$ cat config.mk
export PLATFORM = sky130hd
export DESIGN_NAME = heap_sort_engine
export DESIGN_NICKNAME = d
export VERILOG_FILES = /design/src/rtl/hse_pkg.sv /design/src/rtl/heap_sort_engine.sv
export SDC_FILE = /design/constraint.sdc
export NUM_CORES = 2
export LEC_CHECK = 0
export BUFFER_PORTS_ARGS = -buffer_cell sky130_fd_sc_hd__buf_2
export CAP_MARGIN = 20
export CORE_MARGIN = 2
export CORE_UTILIZATION = 35
export CTS_BUF_LIST = sky130_fd_sc_hd__clkbuf_4 sky130_fd_sc_hd__clkbuf_8 sky130_fd_sc_hd__clkbuf_16
export DETAILED_ROUTE_END_ITERATION = 7
export PLACE_DENSITY = 0.59
export SLEW_MARGIN = 10
export SYNTH_ARGS = -nofsm -noshare
export SYNTH_HDL_FRONTEND = slang
export SYNTH_SLANG_ARGS = --single-unit
$ cat constraint.sdc
create_clock -name clk -period 11.3 [get_ports clk]
set_clock_uncertainty 0.05 [all_clocks]
set_input_delay 0 -clock clk [delete_from_list [all_inputs] [get_ports clk]]
set_output_delay 0 -clock clk [all_outputs]
set_load 0.03 [all_outputs]
$ cat src/rtl/hse_pkg.sv
// shared types and sizing constants for the heap sort engine
package hse_pkg;

  localparam int MAX_ITEMS = 64;
  localparam int DATA_W    = 32;
  localparam int ADDR_W    = (MAX_ITEMS > 1) ? $clog2(MAX_ITEMS) : 1;
  localparam int CNT_W     = $clog2(MAX_ITEMS + 1);
  // child indexes reach 2 * MAX_ITEMS
  localparam int CHILD_W   = ADDR_W + 2;

  typedef struct packed {
    logic signed [DATA_W-1:0] value;
    logic                     last;
  } hse_in_t;

  typedef struct packed {
    logic signed [DATA_W-1:0] sorted_value;
    logic                     end_of_set;
    logic                     overflow;
  } hse_out_t;

endpackage

$ cat src/rtl/heap_sort_engine.sv
// heap sort engine: buffers a set of signed values, heap-sorts it in memory, streams it out
//
//   channel | signals                          | item
//   --------+----------------------------------+-----------------------------------------
//   in      | in_valid, in_ready, in_data      | value, last
//   out     | out_valid, out_ready, out_data   | sorted_value, end_of_set, overflow
//   cfg     | cfg_valid, cfg_ready, cfg_data   | direction (0 increasing, 1 decreasing)
//
// loading accepts one item per cycle; in_ready is high only while loading.
// the heap lives in one 64-entry memory with two registered read ports; each sift-down
// of the build first fetches its node as the carried value; every sift-down then compares
// once per heap level it visits. the output register frees the sift of the next result
// from a stalled consumer. rst is synchronous; it empties the buffer, clears overflow and
// direction.
module heap_sort_engine import hse_pkg::*; (
  input  logic     clk,
  input  logic     rst,
  input  logic     in_valid,
  output logic     in_ready,
  input  hse_in_t  in_data,
  output logic     out_valid,
  input  logic     out_ready,
  output hse_out_t out_data,
  input  logic     cfg_valid,
  output logic     cfg_ready,
  input  logic     cfg_data
);

  typedef enum logic [2:0] {
    S_LOAD,
    S_START,
    S_FETCH,
    S_CARRY,
    S_CMP,
    S_ROOT,
    S_TAKE
  } state_t;

  state_t state;

  logic [CNT_W-1:0]  count;
  logic [CNT_W-1:0]  count_next;
  logic [CNT_W-1:0]  size;
  logic              dropped;
  logic              direction;
  logic              building;
  logic [ADDR_W-1:0] node;
  logic [ADDR_W-1:0] build_node;
  logic signed [DATA_W-1:0] carry;

  logic signed [DATA_W-1:0] mem [MAX_ITEMS];
  logic signed [DATA_W-1:0] rd_a;
  logic signed [DATA_W-1:0] rd_b;
  logic [ADDR_W-1:0]        addr_a;
  logic [ADDR_W-1:0]        addr_b;
  logic                     mem_we;
  logic [ADDR_W-1:0]        mem_waddr;
  logic signed [DATA_W-1:0] mem_wdata;

  logic                     room;
  logic [CHILD_W-1:0]       left_idx;
  logic [CHILD_W-1:0]       right_idx;
  logic                     left_ok;
  logic                     right_ok;
  logic                     right_wins;
  logic signed [DATA_W-1:0] child_val;
  logic [CHILD_W-1:0]       best_idx;
  logic [ADDR_W-1:0]        best_node;
  logic [CHILD_W-1:0]       best_left;
  logic [CHILD_W-1:0]       best_right;
  logic                     promote;

  // the root is the next item to emit: min-heap for increasing, max-heap for decreasing
  function automatic logic above(input logic signed [DATA_W-1:0] a,
                                 input logic signed [DATA_W-1:0] b,
                                 input logic dir);
    above = dir ? (a > b) : (a < b);
  endfunction

  assign in_ready  = (state == S_LOAD);
  assign cfg_ready = 1'b1;

  assign room       = (count < CNT_W'(MAX_ITEMS));
  assign count_next = room ? count + CNT_W'(1) : count;

  assign left_idx   = {1'b0, node, 1'b1};
  assign right_idx  = {1'b0, node, 1'b0} + CHILD_W'(2);
  assign left_ok    = (left_idx < CHILD_W'(size));
  assign right_ok   = (right_idx < CHILD_W'(size));
  assign right_wins = right_ok && above(rd_b, rd_a, direction);
  assign child_val  = right_wins ? rd_b : rd_a;
  assign best_idx   = right_wins ? right_idx : left_idx;
  assign best_node  = best_idx[ADDR_W-1:0];
  assign best_left  = {1'b0, best_node, 1'b1};
  assign best_right = {1'b0, best_node, 1'b0} + CHILD_W'(2);
  assign promote    = left_ok && above(child_val, carry, direction);

  // read addresses; child addresses past the heap read don't-care data that is never used
  always_comb begin
    unique case (state)
      S_FETCH: begin
        addr_a = build_node;
        addr_b = build_node;
      end
      S_CARRY: begin
        addr_a = left_idx[ADDR_W-1:0];
        addr_b = right_idx[ADDR_W-1:0];
      end
      S_CMP: begin
        addr_a = best_left[ADDR_W-1:0];
        addr_b = best_right[ADDR_W-1:0];
      end
      S_ROOT: begin
        addr_a = '0;
        addr_b = ADDR_W'(size - CNT_W'(1));
      end
      S_TAKE: begin
        addr_a = ADDR_W'(1);
        addr_b = ADDR_W'(2);
      end
      default: begin
        addr_a = '0;
        addr_b = '0;
      end
    endcase
  end

  always_comb begin
    unique case (state)
      S_LOAD: begin
        mem_we    = in_valid && room;
        mem_waddr = count[ADDR_W-1:0];
        mem_wdata = in_data.value;
      end
      S_CMP: begin
        // hole walk: move the better child up, or drop the carried value in
        mem_we    = 1'b1;
        mem_waddr = node;
        mem_wdata = promote ? child_val : carry;
      end
      default: begin
        mem_we    = 1'b0;
        mem_waddr = node;
        mem_wdata = carry;
      end
    endcase
  end

  always_ff @(posedge clk) begin
    if (mem_we) begin
      mem[mem_waddr] <= mem_wdata;
    end
    rd_a <= mem[addr_a];
    rd_b <= mem[addr_b];
  end

  always_ff @(posedge clk) begin
    if (rst) begin
      state     <= S_LOAD;
      count     <= '0;
      dropped   <= 1'b0;
      direction <= 1'b0;
      building  <= 1'b0;
      out_valid <= 1'b0;
    end else begin
      if (cfg_valid) begin
        direction <= cfg_data;
      end
      if (out_valid && out_ready) begin
        out_valid <= 1'b0;
      end

      unique case (state)
        S_LOAD: begin
          if (in_valid) begin
            count <= count_next;
            if (!room) begin
              dropped <= 1'b1;
            end
            if (in_data.last) begin
              size  <= count_next;
              state <= S_START;
            end
          end
        end
        S_START: begin
          if (size >= CNT_W'(2)) begin
            build_node <= ADDR_W'((size >> 1) - CNT_W'(1));
            building   <= 1'b1;
            state      <= S_FETCH;
          end else begin
            building <= 1'b0;
            state    <= S_ROOT;
          end
        end
        S_FETCH: begin
          node  <= build_node;
          state <= S_CARRY;
        end
        S_CARRY: begin
          carry <= rd_a;
          state <= S_CMP;
        end
        S_CMP: begin
          if (promote) begin
            node <= best_node;
          end else if (building) begin
            if (build_node == '0) begin
              building <= 1'b0;
              state    <= S_ROOT;
            end else begin
              build_node <= build_node - ADDR_W'(1);
              state      <= S_FETCH;
            end
          end else begin
            state <= S_ROOT;
          end
        end
        S_ROOT: begin
          // wait until the output register is free at the next edge
          if (!out_valid || out_ready) begin
            state <= S_TAKE;
          end
        end
        S_TAKE: begin
          out_data.sorted_value <= rd_a;
          out_data.end_of_set   <= (size == CNT_W'(1));
          out_data.overflow     <= dropped;
          out_valid             <= 1'b1;
          // last heap entry becomes the carried value sifted from the root
          carry <= rd_b;
          size  <= size - CNT_W'(1);
          node  <= '0;
          if (size == CNT_W'(1)) begin
            count   <= '0;
            dropped <= 1'b0;
            state   <= S_LOAD;
          end else begin
            state <= S_CMP;
          end
        end
        default: begin
          state <= S_LOAD;
        end
      endcase
    end
  end

endmodule

=== Word-level counts from Yosys, hierarchy flattened ===
Memories as Yosys holds them, arrays and structs flattened. A register that Yosys moved wholly into a read port is not among the register bits.
Cells that the tools add are included.

* Register bits: 99
* Bits in latches: 0
* RAM bits: 2048
* Bits in read-only memories: 0
* Bits of input ports: 39
* Memories kept: 1

* Add/sub/neg operators: 6
* $mul: 0
* Divide/modulo/power cells: 0
* $lt $le $gt $ge: 8
* Equal/unequal tests: 17
* Shift operators: 0
* Muxes and demuxes: 47
* Bitwise operators: 1
* Reductions and logical operators: 22

{| class="wikitable"
|+ Memories
! name !! words !! width !! read ports !! clocked after memory_dff !! write ports !! line !! text
|-
| mem || 64 || 32 || 2 || 2 || 1 || heap_sort_engine.sv:51 || <nowiki>logic signed [DATA_W-1:0] mem [MAX_ITEMS];</nowiki>
|}

{| class="wikitable"
|+ Operators by type and width
! kind !! number
|-
| one-hot mux 32 bit (2 select lines) || 2
|-
| > comparator 32 bit || 2
|-
| < comparator 32 bit || 2
|-
| two-way mux 32 bit || 2
|-
| two-way mux 6 bit || 7
|-
| two-way mux 7 bit || 5
|-
| one-hot mux 6 bit (5 select lines) || 1
|-
| one-hot mux 7 bit (2 select lines) || 2
|-
| two-way mux 3 bit || 8
|-
| one-hot mux 6 bit (4 select lines) || 1
|-
| one-hot mux 3 bit (7 select lines) || 1
|-
| inequality test 2 bit (second input constant) || 9
|-
| one-hot mux 6 bit (3 select lines) || 1
|-
| two-way mux 1 bit || 13
|-
| one-hot mux 6 bit (2 select lines) || 1
|-
| AND reduction 4 bit || 3
|-
| subtractor 6 x 1 -> 6 bit (second input constant) || 2
|-
| == test 3 bit (second input constant) || 3
|-
| adder 7 x 2 -> 8 bit (second input constant) || 1
|-
| < comparator 8 x 7 -> 1 bit || 1
|-
| nonzero test 2 bit || 4
|-
| adder 7 x 1 -> 7 bit (second input constant) || 1
|-
| == test 7 x 1 -> 1 bit (second input constant) || 1
|-
| greater-or-equal comparator 7 x 2 -> 1 bit (second input constant) || 1
|-
| 18 further kinds || 27
|}

=== Longest topological paths before layout ===
* Depth after elaboration: 9
* Gate-level depth with buffers: 30
* Gate-level depth less buffers: 25

=== Least setup slack after synthesis ===
No wires, ideal clock.

* Kind: reg-to-reg
* From: register node[2]
* To: memory mem[0][12] (data pin)
* Data arrival time: 8550 ps
* Setup slack: 1979 ps
* Stages on the path, launching flop included: 31
* Buffers on the path: 5
* Path through: edfxtp_1 clkbuf_1 nand2_1 nor2_1 xnor2_1 inv_1 ha_1 o211ai_1 a21oi_1 nor4_2 or3b_1 a21o_2 nand2_1 clkbuf_1 clkbuf_1 nand2_1 o21ai_0 ha_1 a21o_1 a21o_1 a21o_1 a21o_1 a21o_1 a211oi_1 o311a_1 nand3_1 nand3_1 clkbuf_1 clkbuf_1 a211oi_1 a211oi_1

* Cells in the longest elaborated chain, start to end: 9
* Elaborated cells between the ends (all ways): 11
* Classes of those cells: add/sub: 1; order compare: 4; mux: 4; reduce/logical: 2

{| class="wikitable"
|+ RTL lines
! what !! line !! text
|-
| start: declaration || heap_sort_engine.sv:47 || <nowiki>logic [ADDR_W-1:0] node;</nowiki>
|-
| start signal: assignment || heap_sort_engine.sv:197 || <nowiki>node <= build_node;</nowiki>
|-
| start signal: assignment || heap_sort_engine.sv:206 || <nowiki>node <= best_node;</nowiki>
|-
| adder 7 x 2 -> 8 bit || heap_sort_engine.sv:87 || <nowiki>assign right_idx = {1'b0, node, 1'b0} + CHILD_W'(2);</nowiki>
|-
| < comparator 8 x 7 -> 1 bit || heap_sort_engine.sv:89 || <nowiki>assign right_ok = (right_idx < CHILD_W'(size));</nowiki>
|-
| logical AND 1 bit || heap_sort_engine.sv:90 || <nowiki>assign right_wins = right_ok && above(rd_b, rd_a, direction);</nowiki>
|-
| two-way mux 32 bit || heap_sort_engine.sv:91 || <nowiki>assign child_val = right_wins ? rd_b : rd_a;</nowiki>
|-
| < comparator 32 bit / > comparator 32 bit (equally long branches) || heap_sort_engine.sv:77 || <nowiki>above = dir ? (a > b) : (a < b);</nowiki>
|-
| two-way mux 1 bit || heap_sort_engine.sv:77 ||
|-
| logical AND 1 bit || heap_sort_engine.sv:96 || <nowiki>assign promote = left_ok && above(child_val, carry, direction);</nowiki>
|-
| two-way mux 32 bit * || heap_sort_engine.sv:139 || <nowiki>mem_wdata = promote ? child_val : carry;</nowiki>
|-
| one-hot mux 32 bit (2 select lines) * || heap_sort_engine.sv:129 || <nowiki>unique case (state)</nowiki>
|-
| net mem_wdata[12] || heap_sort_engine.sv:58 || <nowiki>logic signed [DATA_W-1:0] mem_wdata;</nowiki>
|-
| end: declaration || heap_sort_engine.sv:51 ||
|}

Mark *: on every way through the listed nets, which the timed path passes. The rest lies on a longest branch.

=== Worst setup path after layout ===
* From: register node[1]
* To: memory mem[48][21] (data pin)

The elaborated chain is that of the path after synthesis.

==> flow_summary_export.csv <==
group,metric,value,unit
critical_path,crit_start,"node[1]",
critical_path,endpoint_kind,"flop",
die,die_width,568,um
sta,finalSetupTns,0,ns
layout,fin_nets,9509,
cts,path_clk_slew,0.07,ns
critical_path,cp_data_arrival_time,9.38,ns
placed_design,gp_routability_congestion,0.929,
logic_synthesis,synthArstFlopShare,0,%
hold_path,timing.hold.worst.start,"in_data[31]",
run,cap_violations,0,
die,boundaryPins,76,
layout,final_layout_size_suffix_gt1_share,12.1,%
cts,cts_setup_buffers,0,
sta,finalHoldViolations,13,
critical_path,critical_path_class,"flop to flop",
grt,globalRouteTotalUtil,25.9,%
logic_synthesis,netlist_area,0.111,mm^2
route,drt_iter0_markers,12504,
critical_path,cp_data_required_time,11.98,ns
route,drtPass1Iterations,8,
critical_path,timing.critical_path.fanout_max,40,
placed_design,place_area,0.117,mm^2
cts,insertion_delay,0.93,ns
sta,report.final.slew_viol_count,0,
sta,unrepaired_setup_endpoints_after_global_routing,"no",
placed_design,dpl.hpwl,241,mm
route,wl,432,mm
logic_synthesis,warnings_synthesis,0,
layout,area_delta_synth_final,12.1,%
sta,fmax,0.115,GHz
cts,h-tree-depth,4,
cts,cts.repair.resized,0,
die,fp.dieH,568,um
grt,grt_antenna_before_repair,24,
logic_synthesis,distinct_cells_synth,75,
pwr,power_per_cell_area,169,mW/mm^2
cts,clockBufferDepth,4,
sta,relSlewSlack,9.77,%
cts,clk_root_buf,"sky130_fd_sc_hd__clkbuf_16",
sta,period_share,77.0,%
grt,grt_overflow_total,0,
grt,grt_first_pass_wirelength,602,mm
route,drc,1,
critical_path,startpoint_type,"flop",
die,starting_density_of_the_core,35.3,%
layout,final_common_cell,"sky130_fd_sc_hd__edfxtp_1",
sta,hold_slack,-0.0478,ns
cts,tritoncts_clock_tree,"built",
grt,largest_net_degree_at_the_start_of_global_routing,149,
hold_path,hp-class,"input port to flop",
logic_synthesis,syn_avg_cell_area,11.6,um^2
logic_synthesis,postSynthRegisterBits,2211,
layout,leading_cell_types_in_the_layout_fill_and_taps_excluded,"sky130_fd_sc_hd__edfxtp_1 (2,133), sky130_fd_sc_hd__nand2_1 (2,124), sky130_fd_sc_hd__mux2i_1 (805)",
route,post_drt_antenna_nets,0,
layout,seqCellArea,0.0656,mm^2
route,via_density,6.22,
sta,timing_worst_slew_pin_value,1.33,ns
logic_synthesis,netlist_instances,9584,
cts,tritoncts_num_sinks,2211,
pwr,p_leak,45.2,nW
pwr,peakVddDrop,0.000133,V
cts,cts_buffers,230,
layout,nFillCells,29500,
sta,setup-violations-final,0,
cts,cts.hold.buffers_added,15,
logic_synthesis,seq_area_frac_synth,59.0,%
die,fp-row-count,206,
critical_path,reg2reg_from,"node[1]",
grt,first_global_vias,81385,
logic_synthesis,post_synth_edffs,2133,
route,routed-via-count,85413,
sta,clock_period_minus_worst_slack,8.70,ns
logic_synthesis,synth_nets,9709,
route,wire_per_inst,31.5,um
layout,multi_input_area,0.0431,mm^2
status,status,"complete, but fails checks",
die,fp.dieArea,0.322,mm^2
layout,fin_area,0.125,mm^2
placed_design,placement.io_buffers,74,
status,violations_in_the_final_reports,"design-rule violations, negative hold slack",
die,placeableCoreArea,0.315,mm^2
logic_synthesis,dominantRegCellSynth,"sky130_fd_sc_hd__edfxtp_1",
per-stage QoR:
stage / std cells / util (%) / setup WS, ns / power (mW) / hold slack [ns]
2_1_floorplan: 9584 / - / 1.98 / 12.0 / 0.0972
3_3_place_gp: 13276 / 37.0 / 2.57 / 13.4 / 0.209
3_5_place_dp: 13281 / 37.0 / 2.47 / 13.4 / 0.207
4_1_cts: 13707 / 39.4 / 2.42 / 21.0 / 0.0494
5_1_grt: 13726 / 39.5 / 2.23 / 21.6 / 0.0111
6_report: 13736 / 39.5 / 2.60 / 21.0 / -0.0478
cell families after synthesis:
| family | share of synthesized area (%) |
|---|---|
| muxes | 12.2 |
| AOI/OAI and AO/OA | 10.9 |
| and+or+nand+nor | 13.6 |
| other | 0.00337 |
| DFF | 59.0 |
| adders and majority gates | 0.967 |
| buffers and inverters | 3.16 |
| xor gates and xnor gates | 0.189 |
critical path, stage by stage (launching register included):
cell                       delay (ns)
sky130_fd_sc_hd__edfxtp_1        0.63
sky130_fd_sc_hd__ha_1            0.39
sky130_fd_sc_hd__xor2_1          0.36
sky130_fd_sc_hd__ha_1            0.30
sky130_fd_sc_hd__o21a_1          0.11
sky130_fd_sc_hd__o31ai_1         0.07
sky130_fd_sc_hd__a21oi_1         0.20
sky130_fd_sc_hd__nor4_2          0.35
sky130_fd_sc_hd__or3b_1          0.45
sky130_fd_sc_hd__a21o_2          0.29
sky130_fd_sc_hd__nand2_2         0.49
sky130_fd_sc_hd__buf_4           0.49
sky130_fd_sc_hd__nand2_1         0.09
sky130_fd_sc_hd__o21ai_0         0.13
sky130_fd_sc_hd__ha_1            0.30
sky130_fd_sc_hd__a21o_1          0.17
sky130_fd_sc_hd__a21o_1          0.17
sky130_fd_sc_hd__a21o_1          0.18
sky130_fd_sc_hd__a21o_1          0.17
sky130_fd_sc_hd__a21o_1          0.17
sky130_fd_sc_hd__a211oi_1        0.25
sky130_fd_sc_hd__o311a_1         0.20
sky130_fd_sc_hd__nand3_1         0.15
sky130_fd_sc_hd__a21bo_2         0.46
sky130_fd_sc_hd__a21oi_2         0.53
sky130_fd_sc_hd__buf_4           0.37
sky130_fd_sc_hd__a221o_2         0.61
sky130_fd_sc_hd__buf_12          0.27
metal layers:
metal	track usage [%]	vias up	part of all wire [%]
li1	-	35527	-
met1	34.6	42611	39
met2	38.3	5963	42
met3	6.88	1298	13
met4	13.6	14	6.1
met5	0	-	0.024
report_power, final:
group          total, mW  switching, mW  internal [mW]
clock               7.62           3.28           4.35
sequential          9.63          0.102           9.53
combinational       3.79           2.71           1.08
flip-flops by register name, indices dropped and copies added, names as in the netlist:
name	count
build_node	6
building	1
carry	32
count	7
direction	1
dropped	1
mem	2048
node	6
out_data	34
out_valid	1
rd_a	32
rd_b	32
size	7
state	3
synthesized netlist by cell type, types with 9 or more instances:
master,n,area (um^2)
sky130_fd_sc_hd__o21ai_0,222,1110
sky130_fd_sc_hd__o21a_1,12,90.1
sky130_fd_sc_hd__mux2_2,195,2200
sky130_fd_sc_hd__buf_6,9,101
sky130_fd_sc_hd__inv_1,82,308
sky130_fd_sc_hd__and2_1,304,1900
sky130_fd_sc_hd__nand3_1,470,2350
sky130_fd_sc_hd__mux4_2,128,2880
sky130_fd_sc_hd__nand2_1,2125,7980
sky130_fd_sc_hd__o31ai_1,132,991
sky130_fd_sc_hd__ha_1,86,1080
sky130_fd_sc_hd__a21oi_1,48,240
sky130_fd_sc_hd__buf_1,36,135
sky130_fd_sc_hd__dfxtp_1,78,1560
sky130_fd_sc_hd__nor3_1,13,65.1
sky130_fd_sc_hd__buf_2,114,571
sky130_fd_sc_hd__nor2_1,528,1980
sky130_fd_sc_hd__a211oi_1,334,2510
sky130_fd_sc_hd__a311o_1,31,310
sky130_fd_sc_hd__a31oi_1,229,1430
sky130_fd_sc_hd__a221o_1,15,150
sky130_fd_sc_hd__nand4_1,77,482
sky130_fd_sc_hd__mux2i_1,805,8060
sky130_fd_sc_hd__a32o_1,62,621
sky130_fd_sc_hd__nor2b_1,14,87.6
sky130_fd_sc_hd__o311ai_1,30,263
sky130_fd_sc_hd__a22oi_1,36,270
sky130_fd_sc_hd__a2111oi_0,124,1090
sky130_fd_sc_hd__mux2_1,36,405
sky130_fd_sc_hd__a21o_1,14,105
sky130_fd_sc_hd__clkbuf_1,601,2260
sky130_fd_sc_hd__edfxtp_1,2133,64100
sky130_fd_sc_hd__a211o_1,62,543
sky130_fd_sc_hd__buf_4,17,128
sky130_fd_sc_hd__o211ai_1,262,1970
sky130_fd_sc_hd__xnor2_1,19,166
final cells by class:
cell class	instances	area share (%)
tap	4160	4.17
timing repair buffer	345	2.39
sequential	2211	52.6
inverter	85	0.256
multi-input combinational	6511	34.6
clock inverter	124	0.924
clock buffer	287	5.00
antenna	13	0.0261
path summary, 6_finish.rpt:
path	cells past startpoint	end	slack, ns
min	3	mem[35][30]	-0.05
min reg2reg	0	out_data[21]	0.38
max reg2reg	27	mem[48][21]	2.60
max	27	mem[48][21]	2.60
Note: power is estimated with default switching activity, not from simulation.
